$ cat config.mk
export PLATFORM = sky130hd
export DESIGN_NAME = ctf_queue
export DESIGN_NICKNAME = d
export VERILOG_FILES = /design/src/hw/rtl/ctf_pkg.sv /design/src/hw/rtl/ctf_queue.sv
export SDC_FILE = /design/constraint.sdc
export NUM_CORES = 1
export LEC_CHECK = 0
export ABC_AREA = 1
export BUFFER_PORTS_ARGS = -buffer_cell sky130_fd_sc_hd__buf_2
export CAP_MARGIN = 10
export CORE_ASPECT_RATIO = 1.2
export CORE_MARGIN = 4
export CORE_UTILIZATION = 48
export CTS_CLUSTER_DIAMETER = 100
export CTS_CLUSTER_SIZE = 40
export DETAILED_ROUTE_END_ITERATION = 7
export GPL_TIMING_DRIVEN = 0
export PLACE_DENSITY_LB_ADDON = 0.12
export RECOVER_POWER = 100
export SLEW_MARGIN = 20
export SYNTH_ARGS = -nofsm -noshare
export SYNTH_HDL_FRONTEND = slang
export SYNTH_SLANG_ARGS = --single-unit
$ cat constraint.sdc
create_clock -name i_clk -period 14.9 [get_ports i_clk]
set_input_delay 2.98 -clock i_clk [delete_from_list [all_inputs] [get_ports i_clk]]
set_output_delay 2.98 -clock i_clk [all_outputs]
set_load 0.01 [all_outputs]
$ cat src/hw/rtl/ctf_pkg.sv
// ctf_pkg: shared types, constants and small functions of the circle fan block
// used by ctf_front, ctf_queue, ctf_back and circle_triangle_fan_top
`timescale 1ns / 1ps

package ctf_pkg;

    localparam int FRAC_BITS    = 16;
    localparam int MAX_SEGMENTS = 64;
    localparam int SEG_W        = 7;
    localparam int N_ENTRIES    = 12;

    // trig series runs in unsigned q30
    localparam int TRIG_SH = 30 - FRAC_BITS;
    localparam int MAG_W   = FRAC_BITS + 1;
    localparam int ACC_W   = 66 - FRAC_BITS;

    localparam logic [31:0] ONE_Q    = 32'(64'd1 << FRAC_BITS);
    localparam logic [63:0] HALF_Q   = 64'd1 << (FRAC_BITS - 1);
    localparam logic [30:0] HALF_T   = 31'd1 << (TRIG_SH - 1);
    localparam logic [30:0] TRIG_ONE = 31'h4000_0000;
    localparam logic [31:0] PI4_Q30  = 32'd843314857;

    localparam logic signed [ACC_W-1:0] SAT_HI = ACC_W'(2147483647);
    localparam logic signed [ACC_W-1:0] SAT_LO = -SAT_HI - ACC_W'(1);

    localparam logic ACT_LOAD = 1'b0;
    localparam logic ACT_DRAW = 1'b1;

    typedef struct packed {
        logic              is_draw;
        logic [3:0]        idx;
        logic [31:0]       value;
        logic [31:0]       cx;
        logic [31:0]       cy;
        logic [30:0]       rad;
        logic [31:0]       z;
        logic [SEG_W-1:0]  seg;
    } t_cmd;

    typedef enum logic [4:0] {
        S_IDLE, S_DIV, S_XMUL, S_X2, S_XSQ, S_X2R, S_TMUL, S_TDIV, S_RMUL,
        S_CORR, S_SMUL, S_SREG, S_ROT, S_RXMUL, S_RXADD, S_RYMUL, S_RYADD,
        S_MMUL, S_MACC, S_VDONE, S_EMIT
    } t_state;

    // series divisors: five sine terms then six cosine terms
    function automatic logic [7:0] ser_div(input logic [3:0] i);
        case (i)
            4'd0:    return 8'd110;
            4'd1:    return 8'd72;
            4'd2:    return 8'd42;
            4'd3:    return 8'd20;
            4'd4:    return 8'd6;
            4'd5:    return 8'd132;
            4'd6:    return 8'd90;
            4'd7:    return 8'd56;
            4'd8:    return 8'd30;
            4'd9:    return 8'd12;
            4'd10:   return 8'd2;
            default: return 8'd1;
        endcase
    endfunction

    // floor(2^32 / divisor)
    function automatic logic [31:0] ser_recip(input logic [3:0] i);
        case (i)
            4'd0:    return 32'd39045157;
            4'd1:    return 32'd59652323;
            4'd2:    return 32'd102261126;
            4'd3:    return 32'd214748364;
            4'd4:    return 32'd715827882;
            4'd5:    return 32'd32537631;
            4'd6:    return 32'd47721858;
            4'd7:    return 32'd76695844;
            4'd8:    return 32'd143165576;
            4'd9:    return 32'd357913941;
            4'd10:   return 32'd2147483648;
            default: return 32'd0;
        endcase
    endfunction

    function automatic logic [31:0] mag32(input logic [31:0] v);
        return v[31] ? (~v + 32'd1) : v;
    endfunction

    function automatic logic [31:0] sat32(input logic signed [ACC_W-1:0] v);
        if (v > SAT_HI) begin
            return 32'h7FFF_FFFF;
        end else if (v < SAT_LO) begin
            return 32'h8000_0000;
        end
        return v[31:0];
    endfunction

endpackage

$ cat src/hw/rtl/ctf_queue.sv
// ctf_queue: two-entry command queue between front and back
// depends on ctf_pkg (t_cmd)
`timescale 1ns / 1ps

module ctf_queue import ctf_pkg::*; (
    input  logic i_clk,
    input  logic i_rst_n,
    input  logic i_push_valid,
    input  t_cmd i_push_cmd,
    output logic o_push_stall,
    output logic o_pop_valid,
    output t_cmd o_pop_cmd,
    input  logic i_pop_stall
);

    t_cmd       r_mem [2];
    logic       r_wp;
    logic       r_rp;
    logic [1:0] r_cnt;
    logic       push;
    logic       pop;

    assign o_push_stall = (r_cnt == 2'd2);
    assign o_pop_valid  = (r_cnt != 2'd0);
    assign o_pop_cmd    = r_mem[r_rp];
    assign push         = i_push_valid && !o_push_stall;
    assign pop          = o_pop_valid && !i_pop_stall;

    always_ff @(posedge i_clk) begin
        if (!i_rst_n) begin
            r_wp  <= 1'b0;
            r_rp  <= 1'b0;
            r_cnt <= 2'd0;
        end else begin
            if (push) begin
                r_wp <= !r_wp;
            end
            if (pop) begin
                r_rp <= !r_rp;
            end
            r_cnt <= r_cnt + 2'(push) - 2'(pop);
        end
    end

    always_ff @(posedge i_clk) begin
        if (push) begin
            r_mem[r_wp] <= i_push_cmd;
        end
    end

endmodule

==> results of run 1 <==
==> final cells by class <==
type,count,area (um2),share of cell area
repair buffers,358,1610,0.108
flip-flops and latches,347,10400,0.694
clock inverters,1,16.3,0.00109
inverters,8,31.3,0.00209
well taps,335,419,0.0280
plain buffers,19,71.3,0.00477
clock buffers,18,344,0.0230
diodes,4,10.0,0.000670
multi-input cells,195,2070,0.139
==> cell usage in the layout, fill, tap and decap left out <==
cell type     n
a21oi_1       2
buf_1         1
buf_2       212
clkbuf_1    169
clkbuf_16    13
clkinv_8      1
clkinvlp_2    1
dfxtp_1       5
diode_2       4
edfxtp_1    342
ha_1          2
inv_1         7
mux2_1       85
mux2_2       77
mux2_4        9
nand2_1       9
nand3_1       3
nor2_1        8
==> state kept, by name, indices dropped and copies added (netlist names), named ones only <==
| register | count |
|---|---|
| r_rp | 1 |
| r_wp | 1 |
| r_cnt | 2 |
| r_mem | 342 |
==> cells in the mapped netlist <==
library cell / instances
nand3_1: 3
buf_2: 8
a21oi_1: 2
mux2_2: 81
edfxtp_1: 342
ha_1: 2
nand2_1: 9
nor2_1: 8
mux2_4: 90
inv_1: 8
dfxtp_1: 5
buf_6: 11
==> power by group through the flow <==
| stage | clock, mW | sequential (mW) | combinational (mW) |
|---|---|---|---|
| after global placement | 0 | 1.34 | 0.679 |
| after floorplan | 0 | 1.31 | 0.430 |
| after CTS | 0.451 | 1.26 | 0.731 |
| after global routing | 0.485 | 1.28 | 0.632 |
| final | 0.433 | 1.27 | 0.577 |
| after detailed placement | 0 | 1.28 | 0.728 |
==> layer usage <==
metal | share of wire | up-vias | global-route usage
met4 | 0.014 | 8 | 0.0348
met1 | 0.37 | 3135 | 0.188
li1 | - | 2965 | -
met3 | 0.11 | 29 | 0.0697
met5 | 0.0021 | - | 0
met2 | 0.51 | 226 | 0.294
==> worst max path at each step <==
stage / end / slack (ns) / cells after the start
3_3_place_gp: r_mem[0][122] / -0.57 / 3
6_report: r_mem[0][153] / 6.96 / 7
5_1_grt: r_mem[0][153] / 6.33 / 7
2_1_floorplan: r_mem[0][0] / 4.05 / 2
4_1_cts: o_pop_cmd[162] / 9.94 / 5
3_5_place_dp: r_mem[0][130] / 10.04 / 7
==> metrics by stage <==
| stage | cells | total power, mW | TNS, ns | setup slack, ns | util |
|---|---|---|---|---|---|
| final | 1285 | 2.28 | 0 | 6.96 | 0.565 |
| after global routing | 1284 | 2.40 | 0 | 6.33 | 0.565 |
| after CTS | 1281 | 2.44 | 0 | 9.94 | 0.596 |
| after detailed placement | 1262 | 2.01 | 0 | 10.04 | 0.583 |
| after global placement | 1251 | 2.02 | -95.49 | -0.574 | 0.571 |
| after floorplan | 569 | 1.74 | 0 | 4.05 | - |
==> kinds of logic (layout without fill, tap and decap cells) <==
family	count (synthesis)	count (layout)	share of synthesized area
compound gates	2	2	0.000774
fa+ha+maj	2	2	0.00193
buf+inv	27	404	0.0150
flops	347	347	0.801
mux	171	171	0.175
other cells	0	4	0
simple gates	20	20	0.00609
==> critical path, cell delays in order <==
cell	delay, ns
clkbuf_1	0.12
nand2_1	0.10
nor2_1	0.88
clkbuf_1	1.04
clkbuf_1	0.96
clkbuf_1	0.94
clkbuf_1	1.02
==> run metrics, run 1 <==
status finished with violations; failing checks capacitance limit, slew limit; Worst Hold Endpoint r_rp; wire per inst 20.1 um; period utilization 0.533; pwr dens between 150 and 200 nW/um2; number of DRC markers in iteration 0 293; GRT Total Usage 0.167; Cell Area, Synth 12900 um2; vias in the first global route 6858; critical-path maximum fanout 22; nature of the critical path endpoint flop; critical path launch point type input pin; max-slew violations 176; count of final hold-check violations 0; hold depth 2; Reg power frac 0.556; CTS Hold Bufs 0; Starting Density 0.490; CTS Buf Count 12; combinational share of power 0.253; FMAX ~130 MHz; mean post-synth cell area around 23 um2; RSZ-0062 raised after global routing no; VDD IR-drop max between 0.1 and 0.15 mV; die area a little under 30000 um2; CTS max path bufs 3; P_sw about 0.64 mW; Mapped Cells around 570; register area share after synthesis 0.801; Vias approximately 6.4k; Max H-tree Level 1; worst flop-to-flop path endpoint r_mem[0][153]; worst setup path class input pin to flop; DRT Wirelength 25800 um; via/cell ratio roughly 5.0; Synth area leaders edfxtp_1 79%, mux2_4 10%, mux2_2 7.0%; leakage power 5.22 nW; DRT antenna net count 0; Max-cap violations 3; share of layout cells above drive strength 1 0.331; TritonRoute pass-1 iters 5; YS warnings 0; filler instances between 2k and 2.5k; Tightest Pin Transition 3.54 ns; initial antenna violation count 8; Root Buffer clkbuf_16; core region area 26400 um2; Synth cell types 12; Die X ~160 um; Yosys top cell area share 0.794; switching part of the total 0.283; worst hold path class flop to flop; Sink Count 347; Synth area leader edfxtp_1; #FFs+latches synth 347; Buffers on Ports about 350; CTS tree done; Finish-stage setup viols 0; Skew-Pair Late Insertion Delay 0.51 ns; RR Startpoint r_cnt[0]; I/O pins 348; critical path arrival 8.07 ns; CTS clock-pin slew for the worst setup and hold paths around 0.14 ns; Die Span Y 188 um; cells on worst reg2reg path 8; min Tclk post-route between 7 and 8 ns; post-layout net count ~1.1k; Worst slew margin -1.36; Hold Startpoint r_rp; worst reg2reg setup slack ~9.0 ns; total global routing overflow 0; post-route cell area 14900 um2; proportion of power drawn by the clock network 0.190; largest net degree at the start of global routing between 60 and 70; DRC viols 0; gp weighted congestion ~0.72; DP Area 15400 um2; Layout Skew between 0.03 and 0.04 ns; Required @ worst endpoint around 15 ns; postcts setup bufs 0; Area Growth Syn to Fin 15.5%; post-synth net total between 700 and 800; first-pass GRT wire length between 30000 and 40000 um; post-cts resize count 0; Worst setup startpoint i_push_valid; hpwl dp 18700 um; cell row count 65; Int Power 1.63 mW; Hold Slack between 0.5 and 0.6 ns
No activity file was read; power rests on OpenSTA's default activity.
==> inputs of run 2 (changes only) <==
CORE_UTILIZATION = 47   (was 48)
clock period = 6.5 ns   (was 14.9 ns; I/O delays follow)
==> run metrics, run 2 (synthesized netlist as in run 1, its figures left out) <==
Tightest Pin Transition between 3 and 4 ns; initial antenna violation count 10; largest net degree at the start of global routing 90; pwr dens roughly 350 nW/um2; post-route cell area 15100 um2; critical path launch point type input pin; DRT Wirelength between 20000 and 30000 um; Worst Slack Setup Final roughly 2.1 ns; max-slew violations 112; via/cell ratio 4.95; worst hold path class flop to flop; cell row count 66; post-cts resize count 0; CTS clock-pin slew for the worst setup and hold paths 0.14 ns; GRT Total Usage 0.156; die area roughly 30000 um2; gp weighted congestion 0.734; I/O pins 348; highest-count cells in the layout ignoring fill and taps 342 x edfxtp_1, 221 x buf_2, 150 x clkbuf_1; critical path arrival 4.57 ns; met3 WL 2090 um; Vias 6368; CTS max path bufs 3; worst setup path class input pin to flop; FF/Latch Area 10400 um2; hpwl dp 17800 um; DRT antenna net count 0; Biggest register r_mem; Sink Count 347; Starting Density 0.478; area of the multi-input gates 2070 um2; DP Area 15300 um2; postcts setup bufs 0; Buffers on Ports 347; RSZ-0062 raised after global routing no; number of DRC markers in iteration 0 about 330; Hold Slack 0.522 ns; min Tclk post-route 4.42 ns; Finish-stage setup viols 0; FMAX 226 MHz; Max-cap violations 2; Layout Skew 0.0166 ns; leakage power 5.30 nW; core region area 27100 um2; post-layout net count about 1.1k; Die Span Y 190 um; failing checks capacitance limit, slew limit; Root Buffer clkbuf_16; period utilization 0.680; DRC viols 0; Skew-Pair Late Insertion Delay between 0.5 and 0.6 ns; Worst slew margin -1.45; count of final hold-check violations 0; M1 wire length 9470 um; CTS tree done; Max H-tree Level 1; biggest regs r_mem: 342 flops, r_cnt: 2 flops; nature of the critical path endpoint flop; VDD IR-drop max between 0.2 and 0.25 mV; share of layout cells above drive strength 1 0.352; wire per inst a little under 20 um; metal2 WL 12800 um; first-pass GRT wire length 36900 um; Required @ worst endpoint 6.65 ns; CTS Buf Count 12; status finished with violations; filler instances 2287; Post-Place Setup Slack between 3 and 4 ns; highest routed layer met5; vias in the first global route roughly 6.5k; max FFs per register 342; CTS Hold Bufs 0; critical-path maximum fanout 89; final core occ 0.556; Die X 159 um; total global routing overflow 0; Area Growth Syn to Fin 16.4%; most common library cell in the layout ignoring fill and taps edfxtp_1; TritonRoute pass-1 iters 4
## run 2: worst max-delay path, stage by stage
cell and delay [ns]:
clkbuf_1 0.12, nand3_1 0.11, inv_1 2.56, buf_16 0.36
## run 2: routing by layer
layer / global-route usage / vias to the layer above
li1: - / 2969
met1: 0.184 / 3132
met2: 0.277 / 210
met3: 0.0514 / 45
met4: 0.0427 / 12
met5: 0 / -
## run 2: worst paths after layout
check	from	slack, ns	cells after the start	end
max	i_push_valid	2.08	4	r_mem[1][112]
max reg2reg	r_cnt[0]	2.46	5	r_mem[1][112]
min	r_rp	0.52	2	flop
min reg2reg	r_rp	0.52	2	flop
## run 2: area by class of cell
class	instances	share of cell area
Tap cell	340	0.0282
Clock inverter	1	0.00108
Sequential cell	347	0.688
Buffer	19	0.00473
Clock buffer	16	0.0223
Antenna cell	5	0.000831
Multi-Input combinational cell	195	0.138
Inverter	8	0.00199
Timing Repair Buffer	355	0.115
## run 2: report_power, final
part | leakage [nW] | switching [mW] | internal, mW
registers | 3.23 | 0.0582 | 2.83
clock network | 0.171 | 0.613 | 0.376
logic | 1.89 | 0.792 | 0.558
total | 5.30 | 1.46 | 3.76
## run 2: per-stage QoR
stage                     TNS [ns]  power (mW)  std cells
after floorplan                  0        3.96        569
after global placement     -620.14        4.58       1256
after detailed placement         0        4.57       1264
after CTS                        0        5.55       1281
after global routing             0        5.50       1285
final                            0        5.23       1286
==> inputs of run 3 (changes only) <==
CORE_UTILIZATION = 48   (was 47)
clock period = 4.2 ns   (was 6.5 ns; I/O delays follow)
==> run metrics, run 3 (synthesized netlist as in run 1, its figures left out) <==
status finished with violations; failing checks capacitance limit, slew limit; post-route cell area 15500 um2; Tightest Pin Transition 1.49 ns; total global routing overflow 0; GRT Total Usage 0.167; Vias 6423; cells on worst reg2reg path 7; worst setup path class flop to output pin; DP Area 15500 um2; RR Startpoint r_cnt[0]; critical-path maximum fanout 10; hold depth 1; pwr dens 542 nW/um2; Die X 158 um; Root Buffer clkbuf_16; Hold Startpoint i_push_cmd[85]; Biggest register r_mem; final core occ 0.585; CP max-delay cell clkbuf_1; Die Span Y about 190 um; number of DRC markers in iteration 0 ~250; RSZ-0062 raised after global routing no; setup TNS 0 ns; critical path launch point type flop; max FFs per register 342; Layout Skew 0.0176 ns; CTS tree done; FMAX 303 MHz; cell row count 65; Max H-tree Level 1; Post-Place Setup Slack 1.51 ns; most common library cell in the layout ignoring fill and taps edfxtp_1; gp weighted congestion ~0.73; DRT antenna net count 0; TritonRoute pass-1 iters 4; Area Growth Syn to Fin 19.5%; period utilization 0.785; hpwl dp 18800 um; die area a little under 30000 um2; wire per inst 19.9 um; first-pass GRT wire length 38600 um; postcts setup bufs 0; initial antenna violation count 11; post-layout net count 1122; Required @ worst endpoint 3.36 ns; Worst Slack Setup Final 0.902 ns; CP peak stage delay approximately 0.54 ns; via/cell ratio 4.96; post-cts resize count 0; VDD IR-drop max around 0.43 mV; I/O pins 348; max-slew violations 1; biggest regs r_mem: 342 flops, r_cnt: 2 flops; CTS clock-pin slew for the worst setup and hold paths 0.14 ns; DRC viols 0; nature of the critical path endpoint output pin; Buffers on Ports roughly 350; CP cell instances clkbuf_1 -> clkbuf_1 -> mux2_2 -> clkbuf_1; cell mode on critical path clkbuf_1; share of layout cells above drive strength 1 0.354; Skew-Pair Late Insertion Delay about 0.5 ns; count of final hold-check violations 0; min Tclk post-route 3.30 ns; DRT Wirelength 25800 um; core region area 26400 um2; worst hold path class input pin to flop; CTS Hold Bufs 0; leakage power about 5.4 nW; Starting Density 0.490; Sink Count approximately 350; largest net degree at the start of global routing 42; Worst slew margin -0.000293; CTS max path bufs 3; total power 8.38 mW; critical path arrival 2.46 ns; highest-count cells in the layout ignoring fill and taps 342 x edfxtp_1, 220 x clkbuf_1, 144 x buf_2; vias in the first global route 6855; Max-cap violations 1; CTS Buf Count 12; Finish-stage setup viols 0
run 3: area by class of cell:
type	instances	area (um2)
fill	2127	11000
sequential	347	10400
multi-input combinational	195	2320
timing repair buffer	362	1790
tap	335	419
clock buffer	19	348
buffer	19	148
inverter	8	31.3
antenna	9	22.5
clock inverter	1	16.3
run 3: worst paths after layout:
| kind | slack, ns | to |
|---|---|---|
| hold reg to reg | 0.52 | flop |
| setup reg to reg | 1.02 | r_mem[0][128] |
| setup / recovery | 0.90 | o_pop_cmd[4] |
| hold / removal | 0.50 | r_mem[0][85] |
run 3: power breakdown:
group | internal, mW | leakage (nW) | switching (mW) | total (mW)
clock network | 0.593 | 0.174 | 0.965 | 1.56
registers | 4.37 | 3.23 | 0.103 | 4.47
logic | 1.08 | 2.01 | 1.28 | 2.35
total | 6.03 | 5.42 | 2.35 | 8.38
run 3: per-layer routing:
layer | up-vias | global-route usage | part of all wire
met5 | - | 0 | 0.0010
li1 | 2999 | - | -
met3 | 33 | 0.0660 | 0.10
met2 | 232 | 0.293 | 0.51
met4 | 4 | 0.0457 | 0.021
met1 | 3155 | 0.188 | 0.36
run 3: per-stage QoR:
step	hold slack (ns)	instances
final	0.504	1295
after global routing	0.467	1294
after CTS	0.478	1286
after detailed placement	0.498	1266
after global placement	0.486	1251
after floorplan	0.467	569
run 3: critical path, delay by kind of cell (launching register included):
family,cells,cell delay [ns]
buf+inv,3,1.23
flops,1,0.33
mux,1,0.40
