**src/hw/rtl/ctf_pkg.sv**
```systemverilog
// ctf_pkg: shared types, constants and small functions of the circle fan block
// used by ctf_front, ctf_queue, ctf_back and circle_triangle_fan_top
`timescale 1ns / 1ps

package ctf_pkg;

    localparam int FRAC_BITS    = 16;
    localparam int MAX_SEGMENTS = 64;
    localparam int SEG_W        = 7;
    localparam int N_ENTRIES    = 12;

    // trig series runs in unsigned q30
    localparam int TRIG_SH = 30 - FRAC_BITS;
    localparam int MAG_W   = FRAC_BITS + 1;
    localparam int ACC_W   = 66 - FRAC_BITS;

    localparam logic [31:0] ONE_Q    = 32'(64'd1 << FRAC_BITS);
    localparam logic [63:0] HALF_Q   = 64'd1 << (FRAC_BITS - 1);
    localparam logic [30:0] HALF_T   = 31'd1 << (TRIG_SH - 1);
    localparam logic [30:0] TRIG_ONE = 31'h4000_0000;
    localparam logic [31:0] PI4_Q30  = 32'd843314857;

    localparam logic signed [ACC_W-1:0] SAT_HI = ACC_W'(2147483647);
    localparam logic signed [ACC_W-1:0] SAT_LO = -SAT_HI - ACC_W'(1);

    localparam logic ACT_LOAD = 1'b0;
    localparam logic ACT_DRAW = 1'b1;

    typedef struct packed {
        logic              is_draw;
        logic [3:0]        idx;
        logic [31:0]       value;
        logic [31:0]       cx;
        logic [31:0]       cy;
        logic [30:0]       rad;
        logic [31:0]       z;
        logic [SEG_W-1:0]  seg;
    } t_cmd;

    typedef enum logic [4:0] {
        S_IDLE, S_DIV, S_XMUL, S_X2, S_XSQ, S_X2R, S_TMUL, S_TDIV, S_RMUL,
        S_CORR, S_SMUL, S_SREG, S_ROT, S_RXMUL, S_RXADD, S_RYMUL, S_RYADD,
        S_MMUL, S_MACC, S_VDONE, S_EMIT
    } t_state;

    // series divisors: five sine terms then six cosine terms
    function automatic logic [7:0] ser_div(input logic [3:0] i);
        case (i)
            4'd0:    return 8'd110;
            4'd1:    return 8'd72;
            4'd2:    return 8'd42;
            4'd3:    return 8'd20;
            4'd4:    return 8'd6;
            4'd5:    return 8'd132;
            4'd6:    return 8'd90;
            4'd7:    return 8'd56;
            4'd8:    return 8'd30;
            4'd9:    return 8'd12;
            4'd10:   return 8'd2;
            default: return 8'd1;
        endcase
    endfunction

    // floor(2^32 / divisor)
    function automatic logic [31:0] ser_recip(input logic [3:0] i);
        case (i)
            4'd0:    return 32'd39045157;
            4'd1:    return 32'd59652323;
            4'd2:    return 32'd102261126;
            4'd3:    return 32'd214748364;
            4'd4:    return 32'd715827882;
            4'd5:    return 32'd32537631;
            4'd6:    return 32'd47721858;
            4'd7:    return 32'd76695844;
            4'd8:    return 32'd143165576;
            4'd9:    return 32'd357913941;
            4'd10:   return 32'd2147483648;
            default: return 32'd0;
        endcase
    endfunction

    function automatic logic [31:0] mag32(input logic [31:0] v);
        return v[31] ? (~v + 32'd1) : v;
    endfunction

    function automatic logic [31:0] sat32(input logic signed [ACC_W-1:0] v);
        if (v > SAT_HI) begin
            return 32'h7FFF_FFFF;
        end else if (v < SAT_LO) begin
            return 32'h8000_0000;
        end
        return v[31:0];
    endfunction

endpackage

```
**src/hw/rtl/ctf_front.sv**
```systemverilog
// ctf_front: accepts input items, drops the ones with no effect, clamps segment count
// depends on ctf_pkg; feeds ctf_queue
`timescale 1ns / 1ps

module ctf_front import ctf_pkg::*; (
    input  logic              i_valid,
    output logic              o_stall,
    input  logic              i_action,
    input  logic [3:0]        i_entry_index,
    input  logic [31:0]       i_entry_value,
    input  logic [31:0]       i_center_x,
    input  logic [31:0]       i_center_y,
    input  logic [30:0]       i_radius,
    input  logic [31:0]       i_depth_z,
    input  logic [SEG_W-1:0]  i_segments,
    output logic              o_push_valid,
    output t_cmd              o_push_cmd,
    input  logic              i_push_stall
);

    logic [SEG_W-1:0] seg_clamp;
    logic             keep;

    assign seg_clamp = (i_segments > SEG_W'(MAX_SEGMENTS)) ? SEG_W'(MAX_SEGMENTS) : i_segments;

    // loads past the last entry and empty draws leave no trace
    always_comb begin
        case (i_action)
            ACT_LOAD: keep = (i_entry_index < 4'(N_ENTRIES));
            ACT_DRAW: keep = (i_segments != '0);
            default:  keep = 1'b0;
        endcase
    end

    assign o_push_valid       = i_valid && keep;
    assign o_stall            = i_push_stall;
    assign o_push_cmd.is_draw = (i_action == ACT_DRAW);
    assign o_push_cmd.idx     = i_entry_index;
    assign o_push_cmd.value   = i_entry_value;
    assign o_push_cmd.cx      = i_center_x;
    assign o_push_cmd.cy      = i_center_y;
    assign o_push_cmd.rad     = i_radius;
    assign o_push_cmd.z       = i_depth_z;
    assign o_push_cmd.seg     = seg_clamp;

endmodule

```
**config.mk**
```make
export PLATFORM = sky130hd
export DESIGN_NAME = ctf_front
export DESIGN_NICKNAME = d
export VERILOG_FILES = /design/src/hw/rtl/ctf_pkg.sv /design/src/hw/rtl/ctf_front.sv
export SDC_FILE = /design/constraint.sdc
export NUM_CORES = 1
export LEC_CHECK = 0
export BUFFER_PORTS_ARGS = -buffer_cell sky130_fd_sc_hd__buf_2
export CORE_AREA = 2 2 133 135
export DETAILED_ROUTE_END_ITERATION = 8
export DIE_AREA = 0 0 135 137
export PLACE_DENSITY = 0.38
export REMOVE_ABC_BUFFERS = 1
export SYNTH_ARGS = -nofsm -noshare
export SYNTH_HDL_FRONTEND = slang
export SYNTH_SLANG_ARGS = --single-unit
```
**constraint.sdc**
```tcl
create_clock -name vclk -period 2.3
set_clock_uncertainty 0.15 [all_clocks]
set_input_delay 0.115 -clock vclk [all_inputs]
set_output_delay 0.115 -clock vclk [all_outputs]
set_load 0.02 [all_outputs]
```
==> impl_results.rst, run 1 <==
.. list-table::
   :header-rows: 1

   * - Metric
     - Value
   * - Total routing resource utilization after global routing
     - 0.2782
   * - Layout Area Growth over Synthesis
     - -64.82%
   * - Number of hold buffers added after CTS
     - 0
   * - Count of vias placed by the detailed router
     - 715
   * - Final TNS setup
     - 0 ps
   * - Crit path arrival time
     - 1160 ps
   * - Die area
     - 0.01850 mm^2
   * - Post-route DRC
     - 0
   * - Number of cell rows
     - 48
   * - Final setup violation count
     - 0
   * - Maximum vdd ir drop
     - 0.05397 mV
   * - Number of fill cells in the layout
     - 2072
   * - Count of clock buffers in the final design
     - 0
   * - Number of slew-limit violations in the final report
     - 0
   * - Number of vias per cell
     - 2.782
   * - Final WS setup
     - 874.1 ps
   * - Initial antenna violation count
     - 1
   * - Maximum fanout along the worst path
     - 2
   * - GP Congestion
     - 1.013
   * - Part of the Yosys area used for sequential elements
     - 0
   * - Overall die height
     - 137 um
   * - Number of antenna cells inserted
     - 0
   * - Placeable Area
     - 0.01706 mm^2
   * - Worst-case setup slack after placement
     - 867.8 ps
   * - Count of different cell masters after synthesis
     - 7
   * - Synth top area share
     - 0.9438
   * - Startpoint type of the worst setup path
     - primary input
   * - # port buffers
     - 22
   * - Final antenna-violating net count
     - 0
   * - Switch Pwr
     - 0.02758 mW
   * - Count of nets after finishing
     - 207
   * - Wire length of the first global-routing pass
     - 28170 um
   * - Class of the most critical hold timing path
     - in -> out
   * - Time the final worst path needs with I/O delays and setup
     - 1426 ps
   * - Final routed wirelength across all metal layers
     - 26880 um
   * - Sequential cells
     - 0
   * - Critical-path cell with the highest stage delay
     - sky130_fd_sc_hd__or4b_1
   * - Buffer count from post-CTS setup fixing
     - 0
   * - Final critical-path share of the clock period
     - 0.6200
   * - Cell type with the highest aggregate area in the netlist
     - sky130_fd_sc_hd__buf_4
   * - Pin count of the biggest net entering global routing
     - 9
   * - Cell mode on critical path
     - sky130_fd_sc_hd__buf_2
   * - CP peak stage delay
     - 510 ps
   * - Initial cell density of the core
     - 0.07695
   * - Worst relative slew slack
     - 0.8619
   * - Cell Int Power
     - 0.01777 mW
   * - Reported max-cap violation count
     - 0
   * - Register share of total power
     - 0
   * - Switching Share
     - 0.6082
   * - Vias in the first global route
     - 578
   * - CP endpoint kind
     - primary output
   * - Clk network pwr share
     - 0
   * - Synth Instances
     - 176
   * - CP cell instances
     - buf_2, or4b_1, o221a_1, buf_2
   * - Max Freq
     - 701.3 MHz
   * - Total power density per cell area
     - 98.23 mW/mm^2
   * - Fraction of power consumed by combinational cells
     - 1.000
   * - Die Span X
     - 135 um
   * - Kind of critical path
     - in -> out
   * - IO Pins
     - 346
   * - Register cell area after layout
     - 0 um^2
   * - Fraction of final layout cells sized beyond drive strength 1
     - 0.6875
   * - Unrepaired setup endpoints after global routing
     - no
   * - Routed WL per cell
     - 104.6 um
   * - Status
     - finished clean
   * - Number of hold violations in the final report
     - 0
   * - Transition time at the pin with the least slew margin
     - 208.6 ps
   * - Leak Pwr
     - 0.1123 nW
   * - Cells resized by post-CTS repair
     - 0
   * - Post-synth design cell area
     - 0.001313 mm^2
   * - Count of TritonRoute iterations in the first routing pass
     - 3
   * - Required time worst endpoint
     - 2040 ps
   * - Mean post-synth cell area
     - 7.457 um^2
   * - Number of synthesis warnings
     - 0
   * - Top post-synthesis cells by area
     - sky130_fd_sc_hd__buf_4, sky130_fd_sc_hd__nor2b_1, sky130_fd_sc_hd__o221a_1, sky130_fd_sc_hd__or4b_1, sky130_fd_sc_hd__or4_1
   * - Total congestion overflow
     - 0
   * - DRC violation total after the first TritonRoute iteration
     - 53
cells in the mapped netlist, drive strengths merged:
master / number
nand2: 1
buf: 165
or4: 1
clkbuf: 1
or4b: 1
nor2b: 6
o221a: 1
critical path, delay by kind of cell:
| kind | cells | cell delay [ps] |
|---|---|---|
| AO/OA/AOI/OAI | 1 | 280 |
| AND/OR/NAND/NOR | 1 | 510 |
| buffers and inverters | 2 | 260 |
logic make-up after synthesis:
| kind of cell | Yosys count | synth area share |
|---|---|---|
| buffers and inverters | 166 | 0.9466 |
| and+or+nand+nor | 9 | 0.04481 |
| AOI/OAI and AO/OA | 1 | 0.008579 |
final timing paths:
kind,start,to,depth (start not counted)
max,i_segments[5],o_push_valid,4
min,i_entry_value[5],o_push_cmd[139],0
layer usage:
| layer | track usage | up-vias | share of wire | routed length (um) |
|---|---|---|---|---|
| met2 | 0.6207 | 393 | 0.61 | 16440 |
| met1 | 0.01837 | 197 | 0.029 | 768 |
| met3 | 0.3952 | 40 | 0.30 | 8079 |
| li1 | - | 81 | - | - |
| met4 | 0.1209 | 4 | 0.056 | 1492 |
| met5 | 0.04167 | - | 0.0038 | 102 |
power by group through the flow:
| stage | logic [mW] | registers [mW] | clock network, mW |
|---|---|---|---|
| 6_report | 0.0454 | 0 | 0 |
| 5_1_grt | 0.0491 | 0 | 0 |
| 4_1_cts | 0.0458 | 0 | 0 |
| 3_5_place_dp | 0.0457 | 0 | 0 |
| 3_3_place_gp | 0.0460 | 0 | 0 |
| 2_1_floorplan | 0.0152 | 0 | 0 |
area by class of cell:
type	instances	area (um^2)	share of cell area
multi-input combinational	10	70.07	0.1518
timing repair buffer	22	110.1	0.2385
tap	225	281.5	0.6098
metrics by stage:
| stage | util | hold slack [ps] | power, mW | area [um^2] | std cells |
|---|---|---|---|---|---|
| after detailed placement | 0.02707 | 81.89 | 0.04571 | 461.7 | 257 |
| after floorplan | - | 80.00 | 0.01524 | 70.07 | 10 |
| after CTS | 0.02707 | 81.89 | 0.04581 | 461.7 | 257 |
| final | 0.02707 | 80.54 | 0.04535 | 461.7 | 257 |
| after global placement | 0.02707 | 81.89 | 0.04599 | 461.7 | 257 |
| after global routing | 0.02707 | 80.48 | 0.04913 | 461.7 | 257 |
cells in the final DEF (no fill, tap or decap), drive strengths merged:
cell type  netlist  routed
or4b             1       1
nand2            1       1
o221a            1       1
or4              1       1
buf            165      22
nor2b            6       6
Note: power is estimated with default switching activity, not from simulation.
==> inputs of run 2 (changes only) <==
--- a/config.mk
+++ b/config.mk
@@ -6,10 +6,10 @@
 export NUM_CORES = 1
 export LEC_CHECK = 0
 export BUFFER_PORTS_ARGS = -buffer_cell sky130_fd_sc_hd__buf_2
-export CORE_AREA = 2 2 133 135
+export CORE_AREA = 2 2 135 137
 export DETAILED_ROUTE_END_ITERATION = 8
-export DIE_AREA = 0 0 135 137
-export PLACE_DENSITY = 0.38
+export DIE_AREA = 0 0 137 139
+export PLACE_DENSITY = 0.37
 export REMOVE_ABC_BUFFERS = 1
 export SYNTH_ARGS = -nofsm -noshare
 export SYNTH_HDL_FRONTEND = slang
==> constraint.sdc (replaced) <==
create_clock -name vclk -period 1.5
set_clock_uncertainty 0.15 [all_clocks]
set_input_delay 0.075 -clock vclk [all_inputs]
set_output_delay 0.075 -clock vclk [all_outputs]
set_load 0.02 [all_outputs]
==> run 2 against run 1 <==
Utilization is 0.064 points lower. Final cell count up 1.6%. Critical endpoint unchanged. Hold slack worse by 80 ps. Global-route usage is 0.51 points lower. Routed wire length up 1.1%. Sequential share of layout area unchanged. Sequential cell count did not move. First-iteration DRC count grew 47%.
==> impl_results.rst, run 2 (synthesized netlist as in run 1, its figures left out) <==
.. list-table::
   :header-rows: 1

   * - Metric
     - Value
   * - Status
     - finished clean (unchanged)
   * - Layout Area Growth over Synthesis
     - -64.44% (was -64.82%)
   * - Total congestion overflow
     - 0 (unchanged)
   * - Overall die height
     - 139 um (was 137 um)
   * - Kind of critical path
     - in -> out (unchanged)
   * - Initial antenna violation count
     - 0 (was 1)
   * - Startpoint type of the worst setup path
     - primary input (unchanged)
   * - Number of fill cells in the layout
     - 2139 (was 2072)
   * - Count of vias placed by the detailed router
     - 679 (was 715)
   * - Final antenna-violating net count
     - 0 (unchanged)
   * - Maximum vdd ir drop
     - 0.08026 mV (was 0.05397 mV)
   * - Number of antenna cells inserted
     - 0 (unchanged)
   * - CP peak stage delay
     - 510 ps (about the same)
   * - Crit path arrival time
     - 1120 ps (was 1160 ps)
   * - DRC violation total after the first TritonRoute iteration
     - 78 (was 53)
   * - Routed WL per cell
     - 104.1 um (was 104.6 um)
   * - Number of slew-limit violations in the final report
     - 0 (unchanged)
   * - Met3 Usage GRT
     - 0.3925 (was 0.3952)
   * - Number of hold buffers added after CTS
     - 0 (unchanged)
   * - Wire length of the first global-routing pass
     - 28500 um (was 28170 um)
   * - Instance area after placement
     - 466.7 um^2 (was 461.7 um^2)
   * - Initial cell density of the core
     - 0.07433 (was 0.07695)
   * - Required time worst endpoint
     - 1270 ps (was 2040 ps)
   * - Commonest cells after routing, fill and taps aside
     - sky130_fd_sc_hd__buf_2, sky130_fd_sc_hd__nor2b_1 (unchanged)
   * - # port buffers
     - 22 (unchanged)
   * - Number of vias per cell
     - 2.602 (was 2.782)
   * - Global-route layer with the greatest usage
     - met2 (unchanged)
   * - Sequential cells
     - 0 (unchanged)
   * - Count of clock buffers in the final design
     - 0 (unchanged)
   * - Commonest non-fill, non-tap cell in the layout
     - sky130_fd_sc_hd__buf_2 (unchanged)
   * - Launch point of the worst path
     - i_segments[5] (unchanged)
   * - Count of TritonRoute iterations in the first routing pass
     - 4 (was 3)
   * - Met2 global-route usage
     - 0.5968 (was 0.6207)
   * - Final critical-path share of the clock period
     - 0.8948
   * - Total power density per cell area
     - 151.1 mW/mm^2 (was 98.23 mW/mm^2)
   * - Register cell area after layout
     - 0 um^2 (unchanged)
   * - Reported max-cap violation count
     - 0 (unchanged)
   * - Met1 layer usage reported by global route
     - 0.01954 (was 0.01837)
   * - Final routed wirelength across all metal layers
     - 27170 um (was 26880 um)
   * - Area of all placed cells without fillers
     - 466.7 um^2 (was 461.7 um^2)
   * - CP endpoint kind
     - primary output (unchanged)
   * - Number of cell rows
     - 49 (was 48)
   * - Cell mode on critical path
     - sky130_fd_sc_hd__buf_2 (unchanged)
   * - Fraction of final layout cells sized beyond drive strength 1
     - 0.6875 (unchanged)
   * - Cells resized by post-CTS repair
     - 0 (unchanged)
   * - Unrepaired setup endpoints after global routing
     - no (unchanged)
   * - Pin count of the biggest net entering global routing
     - 9 (unchanged)
   * - Vias in the first global route
     - 526 (was 578)
   * - Critical-path cell with the highest stage delay
     - sky130_fd_sc_hd__or4b_1 (unchanged)
   * - Worst relative slew slack
     - 0.8657 (was 0.8619)
   * - GP Congestion
     - 1.055 (was 1.013)
   * - Buffer count from post-CTS setup fixing
     - 0 (unchanged)
   * - IO Pins
     - 346 (unchanged)
   * - Die Span X
     - 137 um (was 135 um)
   * - Class of the most critical hold timing path
     - in -> out (unchanged)
   * - Maximum fanout along the worst path
     - 2 (unchanged)
   * - Transition time at the pin with the least slew margin
     - 202.9 ps (was 208.6 ps)
   * - Count of nets after finishing
     - 207 (unchanged)
   * - Post-route DRC
     - 0 (unchanged)
   * - Leak Pwr
     - 0.1123 nW (unchanged)
   * - Max Freq
     - 745.1 MHz
   * - Final setup violation count
     - 0 (unchanged)
   * - Endpoint of the most critical setup path
     - o_push_valid (unchanged)
   * - Number of hold violations in the final report
     - 0 (unchanged)
   * - Time the final worst path needs with I/O delays and setup
     - 1342 ps
   * - Die area
     - 0.01904 mm^2 (was 0.01850 mm^2)
   * - Final TNS setup
     - 0 ps (unchanged)
   * - Placeable Area
     - 0.01766 mm^2 (was 0.01706 mm^2)
   * - Total routing resource utilization after global routing
     - 0.2731 (was 0.2782)
   * - CP cell instances
     - buf_2, or4b_1, o221a_1, buf_2 (unchanged)
run 2: cell counts in the layout (fill, tap and decap cells not counted):
No cell type changed its count.
run 2: critical path, delay by kind of cell:
family                 cells  cell delay, ps
AOI/OAI and AO/OA          1             270
buffers and inverters      2             260
and+or+nand+nor            1             510
run 2: final cells by class:
| class | count | area, um^2 | share of cell area |
|---|---|---|---|
| well taps | 229 | 286.5 | 0.6139 |
| repair buffers | 22 | 110.1 | 0.2359 |
| multi-input cells | 10 | 70.07 | 0.1501 |
run 2: power by group:
group / internal [mW] / switching (mW) / total, mW
sequential: 0 / 0 / 0
combinational: 0.0272 / 0.0433 / 0.0705
clock: 0 / 0 / 0
total: 0.0272 / 0.0433 / 0.0705
run 2: metal layers:
metal	part of all wire	vias up
met2	0.61	378
met5	0	-
met3	0.31	38
li1	-	83
met4	0.050	0
met1	0.030	180
run 2: worst min path at each step:
stage                startpoint         endpoint  slack [ps]  cells past startpoint
2_1_floorplan    i_center_y[30]  o_push_cmd[100]           0                      0
3_3_place_gp       i_depth_z[3]   o_push_cmd[10]           2                      0
3_5_place_dp       i_depth_z[3]   o_push_cmd[10]           2                      0
4_1_cts            i_depth_z[3]   o_push_cmd[10]           2                      0
5_1_grt        i_entry_value[8]  o_push_cmd[142]         0.6                      0
6_report       i_entry_value[8]  o_push_cmd[142]         0.8                      0
run 2: stage by stage:
stage	instances	util	power [mW]	hold slack [ps]	worst slack (ps)
after floorplan	10	-	0.02337	0	356.5
after global placement	261	0.02643	0.07231	1.847	163.5
after detailed placement	261	0.02643	0.07137	1.847	150.5
after CTS	261	0.02643	0.07160	1.847	148.6
after global routing	261	0.02643	0.07586	0.6118	145.7
final	261	0.02643	0.07053	0.7663	157.8
==> inputs of run 3 (changes only) <==
--- a/config.mk
+++ b/config.mk
@@ -6,10 +6,10 @@
 export NUM_CORES = 1
 export LEC_CHECK = 0
 export BUFFER_PORTS_ARGS = -buffer_cell sky130_fd_sc_hd__buf_2
-export CORE_AREA = 2 2 135 137
+export CORE_AREA = 2 2 133 135
 export DETAILED_ROUTE_END_ITERATION = 8
-export DIE_AREA = 0 0 137 139
-export PLACE_DENSITY = 0.37
+export DIE_AREA = 0 0 135 137
+export PLACE_DENSITY = 0.39
 export REMOVE_ABC_BUFFERS = 1
 export SYNTH_ARGS = -nofsm -noshare
 export SYNTH_HDL_FRONTEND = slang
==> constraint.sdc (replaced) <==
create_clock -name vclk -period 1.1
set_clock_uncertainty 0.15 [all_clocks]
set_input_delay 0.055 -clock vclk [all_inputs]
set_output_delay 0.055 -clock vclk [all_outputs]
set_load 0.02 [all_outputs]
==> run 3 against run 2 <==
The flow now stops in clock tree synthesis. Area after synthesis unchanged. Synthesized cell count unchanged.
==> impl_results.rst, run 3 <==
.. list-table::
   :header-rows: 1

   * - Metric
     - Value
   * - Mean post-synth cell area
     - 7.457 um^2 (unchanged)
   * - Status
     - did not finish (was finished clean)
   * - Part of the Yosys area used for sequential elements
     - 0 (unchanged)
   * - Number of synthesis warnings
     - 0 (unchanged)
   * - Worst-case setup slack after placement
     - -202.0 ps (was 150.5 ps)
   * - Failed at
     - clock tree synthesis
   * - Buffer count from post-CTS setup fixing
     - 0 (unchanged)
   * - Most common cell in the synthesized netlist
     - sky130_fd_sc_hd__buf_4 (unchanged)
   * - Die Span X
     - 135 um (was 137 um)
   * - Synth Instances
     - 176 (unchanged)
   * - Cells resized by post-CTS repair
     - 4 (was 0)
   * - Initial cell density of the core
     - 0.07695 (was 0.07433)
   * - Overall die height
     - 137 um (was 139 um)
   * - First Err
     - [ERROR RSZ-0060] Max buffer count reached.
   * - Top post-synthesis cells by area
     - sky130_fd_sc_hd__buf_4, sky130_fd_sc_hd__nor2b_1, sky130_fd_sc_hd__o221a_1, sky130_fd_sc_hd__or4b_1, sky130_fd_sc_hd__or4_1 (unchanged)
   * - Top cells by instance count after synthesis
     - sky130_fd_sc_hd__buf_4, sky130_fd_sc_hd__nor2b_1 (unchanged)
   * - Post-synth design cell area
     - 0.001313 mm^2 (unchanged)
   * - IO Pins
     - 346 (unchanged)
   * - Instance area after placement
     - 476.7 um^2 (was 466.7 um^2)
   * - # port buffers
     - 22 (unchanged)
   * - Number of hold buffers added after CTS
     - 101 (was 0)
   * - GP Congestion
     - 1.012 (was 1.055)
   * - Count of different cell masters after synthesis
     - 7 (unchanged)
   * - Synth top area share
     - 0.9438 (unchanged)
   * - Cell type with the highest aggregate area in the netlist
     - sky130_fd_sc_hd__buf_4 (unchanged)
   * - Number of cell rows
     - 48 (was 49)
-- run 3: cell counts after synthesis --
No cell type changed its count.
-- run 3: stage by stage --
| stage | TNS (ps) | instances |
|---|---|---|
| after detailed placement | -202.0 | 259 |
| after floorplan | -3.484 | 10 |
| after global placement | -203.8 | 259 |
-- run 3: cell families after synthesis --
| family | share of synthesized area |
|---|---|
| AND/OR/NAND/NOR | 0.04481 |
| AO/OA/AOI/OAI | 0.008579 |
| buffers and inverters | 0.9466 |
==> inputs of run 4 (changes only) <==
--- a/config.mk
+++ b/config.mk
@@ -6,10 +6,10 @@
 export NUM_CORES = 1
 export LEC_CHECK = 0
 export BUFFER_PORTS_ARGS = -buffer_cell sky130_fd_sc_hd__buf_2
-export CORE_AREA = 2 2 133 135
+export CORE_AREA = 2 2 135 137
 export DETAILED_ROUTE_END_ITERATION = 8
-export DIE_AREA = 0 0 135 137
-export PLACE_DENSITY = 0.39
+export DIE_AREA = 0 0 137 139
+export PLACE_DENSITY_LB_ADDON = 0.15
 export REMOVE_ABC_BUFFERS = 1
 export SYNTH_ARGS = -nofsm -noshare
 export SYNTH_HDL_FRONTEND = slang
==> constraint.sdc (replaced) <==
create_clock -name vclk -period 1.4
set_clock_uncertainty 0.15 [all_clocks]
set_input_delay 0.07 -clock vclk [all_inputs]
set_output_delay 0.07 -clock vclk [all_outputs]
set_load 0.02 [all_outputs]
==> run 4 against run 3 <==
The flow again stops in clock tree synthesis. Synthesized cell count unchanged. Area after synthesis did not move.
==> impl_results.rst, run 4 <==
.. list-table::
   :header-rows: 1

   * - Metric
     - Value
   * - Number of cell rows
     - 49 (was 48)
   * - Top post-synthesis cells by area
     - sky130_fd_sc_hd__buf_4, sky130_fd_sc_hd__nor2b_1, sky130_fd_sc_hd__o221a_1, sky130_fd_sc_hd__or4b_1, sky130_fd_sc_hd__or4_1 (unchanged)
   * - IO Pins
     - 346 (unchanged)
   * - Overall die height
     - 139 um (was 137 um)
   * - Number of hold buffers added after CTS
     - 101 (unchanged)
   * - Status
     - did not finish (unchanged)
   * - Synth Instances
     - 176 (unchanged)
   * - Synth top area share
     - 0.9438 (unchanged)
   * - Mean post-synth cell area
     - 7.457 um^2 (unchanged)
   * - Initial cell density of the core
     - 0.07433 (was 0.07695)
   * - First Err
     - [ERROR RSZ-0060] Max buffer count reached. (unchanged)
   * - Failed at
     - clock tree synthesis (unchanged)
   * - Number of synthesis warnings
     - 0 (unchanged)
   * - Most common cell in the synthesized netlist
     - sky130_fd_sc_hd__buf_4 (unchanged)
   * - GP Congestion
     - 1.047 (was 1.012)
   * - Die Span X
     - 137 um (was 135 um)
   * - Buffer count from post-CTS setup fixing
     - 0 (unchanged)
   * - # port buffers
     - 22 (unchanged)
   * - Post-synth design cell area
     - 0.001313 mm^2 (unchanged)
   * - Cells resized by post-CTS repair
     - 1 (was 4)
   * - Top cells by instance count after synthesis
     - sky130_fd_sc_hd__buf_4, sky130_fd_sc_hd__nor2b_1 (unchanged)
   * - Count of different cell masters after synthesis
     - 7 (unchanged)
   * - Cell type with the highest aggregate area in the netlist
     - sky130_fd_sc_hd__buf_4 (unchanged)
   * - Part of the Yosys area used for sequential elements
     - 0 (unchanged)
-- run 4: cell families after synthesis --
kind of cell / count (synthesis) / synth area share
AOI/OAI and AO/OA: 1 / 0.008579
buffers and inverters: 166 / 0.9466
and+or+nand+nor: 9 / 0.04481
-- run 4: through the flow --
stage | std cells | utilization | setup slack (ps) | area (um^2)
3_5_place_dp | 262 | 0.02686 | -30.15 | 474.2
2_1_floorplan | 10 | - | 266.5 | 70.07
3_3_place_gp | 262 | 0.02686 | -23.31 | 474.2
